==> config.mk <==
export PLATFORM = sky130hd
export DESIGN_NAME = keyed_frame_word_parser_top
export DESIGN_NICKNAME = d
export VERILOG_FILES = /design/src/sv/kfwp_pkg.sv /design/src/sv/kfwp_cfg.sv /design/src/sv/kfwp_core.sv /design/src/sv/kfwp_out.sv /design/src/sv/keyed_frame_word_parser_top.sv
export VERILOG_INCLUDE_DIRS = /design/src /design/src/sv
export SDC_FILE = /design/constraint.sdc
export NUM_CORES = 1
export LEC_CHECK = 0
export BUFFER_PORTS_ARGS = -buffer_cell sky130_fd_sc_hd__clkbuf_2
export CORE_MARGIN = 3
export CORE_UTILIZATION = 30
export CTS_CLUSTER_DIAMETER = 120
export DETAILED_ROUTE_END_ITERATION = 10
export PLACE_DENSITY = 0.45
export SLEW_MARGIN = 20
export SYNTH_ARGS = -nofsm -noshare
export SYNTH_HDL_FRONTEND = slang
export SYNTH_SLANG_ARGS = --single-unit
==> constraint.sdc <==
create_clock -name clk -period 8.2 [get_ports clk]
set_clock_uncertainty 0.15 [all_clocks]
set_input_delay 0.82 -clock clk [delete_from_list [all_inputs] [get_ports clk]]
set_output_delay 0.82 -clock clk [all_outputs]
set_load 0.005 [all_outputs]
==> src/sv/keyed_frame_word_parser_top_defines.svh <==
// ----------------------------------------------------------------------------
// Keyed frame word parser assertion macros
// Shared property forms for the checks at the end of the top level.
// ----------------------------------------------------------------------------
`ifndef KEYED_FRAME_WORD_PARSER_TOP_DEFINES_SVH
`define KEYED_FRAME_WORD_PARSER_TOP_DEFINES_SVH

// Condition holds in the same cycle as the trigger.
`define KFWP_ASSERT_IMPLY(label, trig, cond, msg) \
    label: assert property (@(posedge clk) disable iff (!rst_n) (trig) |-> (cond)) \
        else $error(msg);

// Condition holds in the cycle after the trigger.
`define KFWP_ASSERT_NEXT(label, trig, cond, msg) \
    label: assert property (@(posedge clk) disable iff (!rst_n) (trig) |=> (cond)) \
        else $error(msg);

`endif

==> src/sv/kfwp_pkg.sv <==
// ----------------------------------------------------------------------------
// Keyed frame word parser package
// Event codes, register indexes, reset values and shared structs.
// ----------------------------------------------------------------------------
package kfwp_pkg;

    localparam int MAX_FRAME_CHARS_DEF = 64;
    localparam int CFG_IDX_W           = 3;

    localparam logic [7:0] DEFAULT_KEY    = 8'd85;
    localparam logic [6:0] WORD_COUNT_MAX = 7'd127;

    localparam logic [CFG_IDX_W-1:0] CFG_FRAME_START = 3'd0;
    localparam logic [CFG_IDX_W-1:0] CFG_FRAME_END   = 3'd1;
    localparam logic [CFG_IDX_W-1:0] CFG_KEY_OPEN    = 3'd2;
    localparam logic [CFG_IDX_W-1:0] CFG_KEY_CLOSE   = 3'd3;
    localparam logic [CFG_IDX_W-1:0] CFG_SEP_FIRST   = 3'd4;
    localparam logic [CFG_IDX_W-1:0] CFG_SEP_LAST    = 3'd5;

    localparam logic [7:0] RST_FRAME_START = 8'd60;
    localparam logic [7:0] RST_FRAME_END   = 8'd62;
    localparam logic [7:0] RST_KEY_OPEN    = 8'd91;
    localparam logic [7:0] RST_KEY_CLOSE   = 8'd93;
    localparam logic [7:0] RST_SEP_FIRST   = 8'd49;
    localparam logic [7:0] RST_SEP_LAST    = 8'd57;

    typedef enum logic [1:0] {
        EV_WORD_CHAR   = 2'd0,
        EV_WORD_END    = 2'd1,
        EV_FRAME_DONE  = 2'd2,
        EV_FRAME_ABORT = 2'd3
    } event_kind_t;

    typedef struct packed {
        logic [7:0] frame_start;
        logic [7:0] frame_end;
        logic [7:0] key_open;
        logic [7:0] key_close;
        logic [7:0] sep_first;
        logic [7:0] sep_last;
    } cfg_t;

    typedef struct packed {
        event_kind_t kind;
        logic [7:0]  word_char;
        logic [7:0]  frame_key;
        logic [6:0]  word_number;
    } result_t;

endpackage

==> src/sv/kfwp_cfg.sv <==
// ----------------------------------------------------------------------------
// Keyed frame word parser register file
// Holds the six character registers written through the configuration port.
// ----------------------------------------------------------------------------
module kfwp_cfg (
    input  logic                           clk,
    input  logic                           rst_n,
    input  logic                           wr_en,
    input  logic [kfwp_pkg::CFG_IDX_W-1:0] wr_index,
    input  logic [7:0]                     wr_data,
    output kfwp_pkg::cfg_t                 cfg
);
    import kfwp_pkg::*;

    cfg_t cfg_reg;
    cfg_t cfg_next;

    always_comb
    begin
        cfg_next = cfg_reg;
        if (wr_en)
        begin
            unique case (wr_index)
                CFG_FRAME_START: cfg_next.frame_start = wr_data;
                CFG_FRAME_END:   cfg_next.frame_end   = wr_data;
                CFG_KEY_OPEN:    cfg_next.key_open    = wr_data;
                CFG_KEY_CLOSE:   cfg_next.key_close   = wr_data;
                CFG_SEP_FIRST:   cfg_next.sep_first   = wr_data;
                CFG_SEP_LAST:    cfg_next.sep_last    = wr_data;
                default:         cfg_next = cfg_reg;
            endcase
        end
    end

    always_ff @(posedge clk or negedge rst_n)
    begin
        if (!rst_n)
        begin
            cfg_reg.frame_start <= RST_FRAME_START;
            cfg_reg.frame_end   <= RST_FRAME_END;
            cfg_reg.key_open    <= RST_KEY_OPEN;
            cfg_reg.key_close   <= RST_KEY_CLOSE;
            cfg_reg.sep_first   <= RST_SEP_FIRST;
            cfg_reg.sep_last    <= RST_SEP_LAST;
        end
        else
        begin
            cfg_reg <= cfg_next;
        end
    end

    assign cfg = cfg_reg;

endmodule

==> src/sv/kfwp_core.sv <==
// ----------------------------------------------------------------------------
// Keyed frame word parser decode core
// Frame state registers and the per-byte decision logic.
// ----------------------------------------------------------------------------
module kfwp_core #(
    parameter int MAX_FRAME_CHARS = kfwp_pkg::MAX_FRAME_CHARS_DEF
) (
    input  logic              clk,
    input  logic              rst_n,
    input  logic              accept,
    input  logic [7:0]        rx_byte,
    input  kfwp_pkg::cfg_t    cfg,
    output logic              res_valid,
    output kfwp_pkg::result_t res
);
    import kfwp_pkg::*;

    localparam int CNT_W = $clog2(MAX_FRAME_CHARS + 1);
    localparam logic [CNT_W-1:0] CNT_LIMIT = CNT_W'(MAX_FRAME_CHARS);
    localparam logic [CNT_W-1:0] CNT_ONE   = CNT_W'(1);

    logic             in_frame_reg, in_frame_next;
    logic             in_key_reg, in_key_next;
    logic [7:0]       exp_sep_reg, exp_sep_next;
    logic [CNT_W-1:0] char_cnt_reg, char_cnt_next;
    logic [7:0]       key_reg, key_next;
    logic [6:0]       word_cnt_reg, word_cnt_next;

    logic is_sep;
    logic do_clear;
    logic reopen;

    assign is_sep = (rx_byte >= cfg.sep_first) && (rx_byte <= cfg.sep_last);

    always_comb
    begin
        in_frame_next   = in_frame_reg;
        in_key_next     = in_key_reg;
        exp_sep_next    = exp_sep_reg;
        char_cnt_next   = char_cnt_reg;
        key_next        = key_reg;
        word_cnt_next   = word_cnt_reg;
        do_clear        = 1'b0;
        reopen          = 1'b0;
        res_valid       = 1'b0;
        res.kind        = EV_WORD_CHAR;
        res.word_char   = 8'd0;
        res.frame_key   = key_reg;
        res.word_number = word_cnt_reg;

        priority if (in_frame_reg && (char_cnt_reg >= CNT_LIMIT))
        begin
            // Overlong frame: abort, and the byte may open a new frame at once.
            res_valid = 1'b1;
            res.kind  = EV_FRAME_ABORT;
            do_clear  = 1'b1;
            reopen    = (rx_byte == cfg.frame_start);
        end
        else if (!in_frame_reg)
        begin
            reopen   = (rx_byte == cfg.frame_start);
            do_clear = reopen;
        end
        else if (is_sep && (rx_byte != exp_sep_reg))
        begin
            res_valid = 1'b1;
            res.kind  = EV_FRAME_ABORT;
            do_clear  = 1'b1;
        end
        else
        begin
            if (is_sep)
            begin
                exp_sep_next = exp_sep_reg + 8'd1;
            end
            priority if (rx_byte == cfg.key_open)
            begin
                in_key_next = 1'b1;
            end
            else if (in_key_reg && (rx_byte != cfg.key_close))
            begin
                key_next = rx_byte;
            end
            else if (rx_byte == cfg.key_close)
            begin
                in_key_next = 1'b0;
            end
            else if (rx_byte == cfg.frame_end)
            begin
                res_valid = 1'b1;
                res.kind  = EV_FRAME_DONE;
                do_clear  = 1'b1;
            end
            else
            begin
                res_valid = 1'b1;
                if (is_sep)
                begin
                    res.kind = EV_WORD_END;
                    if (word_cnt_reg != WORD_COUNT_MAX)
                    begin
                        word_cnt_next = word_cnt_reg + 7'd1;
                    end
                end
                else
                begin
                    res.kind      = EV_WORD_CHAR;
                    res.word_char = rx_byte;
                end
                char_cnt_next = char_cnt_reg + CNT_ONE;
            end
        end

        if (do_clear)
        begin
            in_frame_next = reopen;
            in_key_next   = 1'b0;
            exp_sep_next  = cfg.sep_first;
            char_cnt_next = '0;
            key_next      = DEFAULT_KEY;
            word_cnt_next = 7'd0;
        end
    end

    always_ff @(posedge clk or negedge rst_n)
    begin
        if (!rst_n)
        begin
            in_frame_reg <= 1'b0;
            in_key_reg   <= 1'b0;
            exp_sep_reg  <= RST_SEP_FIRST;
            char_cnt_reg <= '0;
            key_reg      <= DEFAULT_KEY;
            word_cnt_reg <= 7'd0;
        end
        else if (accept)
        begin
            in_frame_reg <= in_frame_next;
            in_key_reg   <= in_key_next;
            exp_sep_reg  <= exp_sep_next;
            char_cnt_reg <= char_cnt_next;
            key_reg      <= key_next;
            word_cnt_reg <= word_cnt_next;
        end
    end

endmodule

==> src/sv/kfwp_out.sv <==
// ----------------------------------------------------------------------------
// Keyed frame word parser result register
// One-beat output register that loads while the previous beat drains.
// ----------------------------------------------------------------------------
module kfwp_out (
    input  logic              clk,
    input  logic              rst_n,
    input  logic              load,
    input  logic              res_valid,
    input  kfwp_pkg::result_t res,
    input  logic              out_stall,
    output logic              full,
    output kfwp_pkg::result_t res_out
);
    import kfwp_pkg::*;

    logic    valid_reg, valid_next;
    result_t data_reg, data_next;

    always_comb
    begin
        valid_next = valid_reg;
        data_next  = data_reg;
        priority if (load && res_valid)
        begin
            valid_next = 1'b1;
            data_next  = res;
        end
        else if (!out_stall)
        begin
            valid_next = 1'b0;
        end
    end

    always_ff @(posedge clk or negedge rst_n)
    begin
        if (!rst_n)
        begin
            valid_reg <= 1'b0;
        end
        else
        begin
            valid_reg <= valid_next;
        end
    end

    always_ff @(posedge clk)
    begin
        data_reg <= data_next;
    end

    assign full    = valid_reg;
    assign res_out = data_reg;

endmodule

==> src/sv/keyed_frame_word_parser_top.sv <==
// ----------------------------------------------------------------------------
// Keyed frame word parser
// Deframes keyed, separator-split messages arriving one byte per beat.
// ----------------------------------------------------------------------------
//  Channel  | Handshake              | Payload
//  ---------+------------------------+------------------------------------------
//  input    | in_valid / in_stall    | rx_byte
//  output   | out_valid / out_stall  | event_kind, word_char, frame_key, word_number
//  config   | cfg_valid / cfg_ready  | cfg_index, cfg_data
//
// One byte is taken per clock while in_stall is low; its result appears on the output in the following cycle.
// The frame state and the result register both update in the accepting cycle.
// in_stall rises only while a result sits in the output register and out_stall holds it.
// Reset is asynchronous; config registers return to their defaults, no clearing pass.
// ----------------------------------------------------------------------------
`include "keyed_frame_word_parser_top_defines.svh"

module keyed_frame_word_parser_top #(
    parameter int MAX_FRAME_CHARS = kfwp_pkg::MAX_FRAME_CHARS_DEF
) (
    input  logic                           clk,
    input  logic                           rst_n,
    input  logic                           in_valid,
    output logic                           in_stall,
    input  logic [7:0]                     rx_byte,
    output logic                           out_valid,
    input  logic                           out_stall,
    output logic [1:0]                     event_kind,
    output logic [7:0]                     word_char,
    output logic [7:0]                     frame_key,
    output logic [6:0]                     word_number,
    input  logic                           cfg_valid,
    output logic                           cfg_ready,
    input  logic [kfwp_pkg::CFG_IDX_W-1:0] cfg_index,
    input  logic [7:0]                     cfg_data
);
    import kfwp_pkg::*;

    cfg_t    cfg;
    result_t core_res;
    result_t out_res;
    logic    core_res_valid;
    logic    out_full;
    logic    accept;

    assign cfg_ready = 1'b1;
    assign in_stall  = out_full && out_stall;
    assign accept    = in_valid && !in_stall;

    kfwp_cfg u_cfg (
        .clk      (clk),
        .rst_n    (rst_n),
        .wr_en    (cfg_valid && cfg_ready),
        .wr_index (cfg_index),
        .wr_data  (cfg_data),
        .cfg      (cfg)
    );

    kfwp_core #(
        .MAX_FRAME_CHARS (MAX_FRAME_CHARS)
    ) u_core (
        .clk       (clk),
        .rst_n     (rst_n),
        .accept    (accept),
        .rx_byte   (rx_byte),
        .cfg       (cfg),
        .res_valid (core_res_valid),
        .res       (core_res)
    );

    kfwp_out u_out (
        .clk       (clk),
        .rst_n     (rst_n),
        .load      (accept),
        .res_valid (core_res_valid),
        .res       (core_res),
        .out_stall (out_stall),
        .full      (out_full),
        .res_out   (out_res)
    );

    assign out_valid   = out_full;
    assign event_kind  = out_res.kind;
    assign word_char   = out_res.word_char;
    assign frame_key   = out_res.frame_key;
    assign word_number = out_res.word_number;

    // Only word character beats carry a byte.
    `KFWP_ASSERT_IMPLY(a_char_only_on_word, out_valid && (event_kind != EV_WORD_CHAR), word_char == 8'd0, "word_char set on a non-character result")
    // The input side is held back only by a waiting result.
    `KFWP_ASSERT_IMPLY(a_stall_needs_result, in_stall, out_valid, "input stalled with empty output register")
    // A byte that produces a result is always presented on the next cycle.
    `KFWP_ASSERT_NEXT(a_result_lands, accept && core_res_valid, out_valid, "accepted result not presented")

endmodule
==> impl_results.md <==
* WP data required at 8290 ps
* Setup tns final at 0 ps
* CP cell instances: clkbuf_2, ha_1, or4_1, a21oi_1, o31ai_1, nand4b_1, a31o_1, buf_4, mux2_4, mux2_4
* Max FFs per register at 48
* Die area at 0.0200 mm^2
* Primary FF master, synth: dfrtp_1
* Placed cell area at 0.00594 mm^2
* Switching power total at 338 uW
* WL per Instance at 17.1 um
* Max VDD drop at 0.0000990 V
* Post-Synth XOR/XNOR Area at 0.0635
* Logic pwr share at 0.163
* Yosys cell types at 57
* Number of synthesized flops with an enable pin at 25
* CTS sink count at 106
* Max-slew violations at 0
* Hold-fix buffers at CTS at 0
* Routed WL at 12,900 um
* Max Cap Violations at 0
* Register-to-register setup slack at 4340 ps
* Simple-gate share of the synthesized area at 0.135
* Initial drt markers at 209
* CP max stage delay at 650 ps
* Tot Pwr at 1.33 mW
* Syn Std Cell Area at 0.00551 mm^2
* Nets at 564
* Syn_nets at 520
* Switching Share at 0.253
* Fraction of the mapped netlist area in adder cells at 0.0431
* Area growth syn-to-layout at 13.5%
* Critical path type: in2reg
* Slew of the pin with the lowest slew margin at 826 ps
* H-tree level count at 3
* Gate Count Post-Synth at 477
* F_max at 243 MHz
* Main combinational cell family by area after synthesis: simple AND/OR/NAND/NOR gates
* R2r endpoint: u_core.exp_sep_reg[1]
* First-pass GRT wire length at 20,500 um
* Starting Density at 0.312
* Clk slew on worst S/H paths at 70 ps
* Register area at 0.00282 mm^2
* Clock Path Buffers at 2
* I/O pin cnt at 52
* Multi-input logic area at 0.00243 mm^2
* Status: completed
* DRT antenna net count at 0
* Ys async rst share at 0.764
* Final period util at 0.502
* CP max-delay cell: a31o_1
* Leakage at 2.60 nW
* Top cells by area, synth: dfrtp_1 (22%), dfstp_2 (16%), edfxtp_1 (14%)
* Port bufs at 50
* Grt total ovfl at 0
* Vias at 3,739
* Pint at 997 uW
* Clock power share at 0.348
* Root cell of the clock tree: clkbuf_16
* Die Height at 142 um
* Most common cell on crit path: mux2_4
* Num CTS Buffers at 9
* Layout cell share with drive strength beyond 1 at 0.304
* Crit path max fanout at 20
* # setup viols final at 0
* Sequential share of power at 0.490
* Synth Register Bits at 106
* Sequential area share after synthesis at 0.511
* PD cells at 213 mW/mm^2
* Syn avg cell area at 11.6 um^2
* Filler cell count at 1,758
* Cts repair resizes at 0
* Antenna Cells at 0
* Max transition margin at 0.449
* Most frequent cells in the layout: clkbuf_2 (49), dfrtp_1 (48), mux2_2 (46)
* Setup repair bufs after CTS at 0
* Cell Rows at 48
* Crit start category: input port
* Die X at 142 um
* Final instance area at 0.00626 mm^2
* Largest area contributor in the netlist: dfrtp_1
* Detailed placement HPWL at 9320 um
* CTS tree: built
* Setup crit end kind: flop
* Pin count of the biggest net entering global routing at 63
* Yosys warnings at 0
* Critical R2R Launch: u_cfg.cfg[12]
* Initial antenna violation count at 0
* Clk Latency, worst-skew pair at 350 ps
* Core area at 0.0177 mm^2
* Minimum clock period after layout at 4120 ps
* Vias per std cell at 4.98
* Final Hold Fails at 0
* DR pass1 iterations at 4
* Worst path arrival time at 4210 ps
* Hold WC Path Type: in2async
* Reg2reg path depth at 10
* Post-synth top area share at 0.218
* Placer congestion estimate at 0.830
* Tot GR Track Use at 0.133
* DRC viols at 0
* RSZ-0062 raised after global routing: no
* Synth Area in Compound Gates at 0.0778
* Vias in the first global route at 3,679
* Mux cell area share after synthesis at 0.120
* Commonest non-fill, non-tap cell in the layout: clkbuf_2
[worst max-delay path by stage]
stage | endpoint | slack, ps | cells after the start | start
after floorplan | u_out.res_out[0] | 4240 | 9 | rx_byte[0]
after global placement | u_core.exp_sep_reg[1] | 3870 | 10 | rx_byte[3]
after detailed placement | u_core.exp_sep_reg[1] | 3760 | 10 | rx_byte[3]
after CTS | u_core.exp_sep_reg[1] | 4140 | 10 | rx_byte[3]
after global routing | u_core.exp_sep_reg[1] | 3870 | 10 | rx_byte[3]
final | u_core.exp_sep_reg[1] | 4080 | 10 | rx_byte[3]
[metrics by stage]
step | cells | setup slack, ps | utilization | hold slack [ps]
2_1_floorplan | 477 | 4240 | - | 275
3_3_place_gp | 735 | 3870 | 0.336 | 284
3_5_place_dp | 735 | 3760 | 0.336 | 284
4_1_cts | 751 | 4140 | 0.355 | 198
5_1_grt | 751 | 3870 | 0.355 | 205
6_report | 751 | 4080 | 0.355 | 198
[worst max-delay path: cells and delay by family]
family	cells	cell delay (ps)
AOI/OAI and AO/OA	3	950
buffers and inverters	2	620
muxes	2	570
and+or+nand+nor	2	920
adders and majority gates	1	300
[per-layer routing]
layer | share of wire | track usage
met1 | 0.48 | 0.184
met2 | 0.46 | 0.204
met3 | 0.036 | 0.0266
met4 | 0.023 | 0.0561
met5 | 0 | 0
[synth_stat cells (all sizes together) (2+ instances only)]
| master | instances |
|---|---|
| nor3b | 2 |
| a31o | 2 |
| a22oi | 4 |
| and2 | 10 |
| buf | 16 |
| o211ai | 5 |
| clkbuf | 7 |
| o21a | 3 |
| ha | 19 |
| xor2 | 8 |
| o22ai | 4 |
| nand2 | 37 |
| nand2b | 6 |
| a21oi | 11 |
| nand3 | 29 |
| nor2b | 3 |
| and3 | 3 |
| mux2 | 49 |
| or3 | 4 |
| a22o | 2 |
| nor4 | 2 |
| o2bb2a | 3 |
| or4 | 3 |
| o21ai | 10 |
| nand4 | 13 |
| nor2 | 18 |
| mux2i | 10 |
| dfstp | 33 |
| edfxtp | 25 |
| a222oi | 2 |
| nand4b | 4 |
| dfrtp | 48 |
| inv | 29 |
| xnor2 | 32 |
| o311ai | 2 |
| nor3 | 6 |
[area by class of cell]
cell class,count,area share
Sequential cell,106,0.450
Clock inverter,5,0.0122
Clock buffer,11,0.0388
Multi-Input combinational cell,319,0.389
Tap cell,225,0.0450
Timing Repair Buffer,56,0.0476
Inverter,29,0.0174
[cells by family after synthesis]
family / Yosys count
simple gates: 142
flops: 106
mux: 59
compound gates: 58
buf+inv: 52
xor+xnor: 40
fa+ha+maj: 19
other cells: 1
[power by group through the flow]
stage	combinational, mW	clock (mW)	sequential [mW]
floorplan	0.166	0	0.654
global route	0.247	0.506	0.661
finish	0.217	0.464	0.653
detailed placement	0.220	0	0.664
global placement	0.214	0	0.664
CTS	0.221	0.484	0.654
No activity file was read; power rests on OpenSTA's default activity.
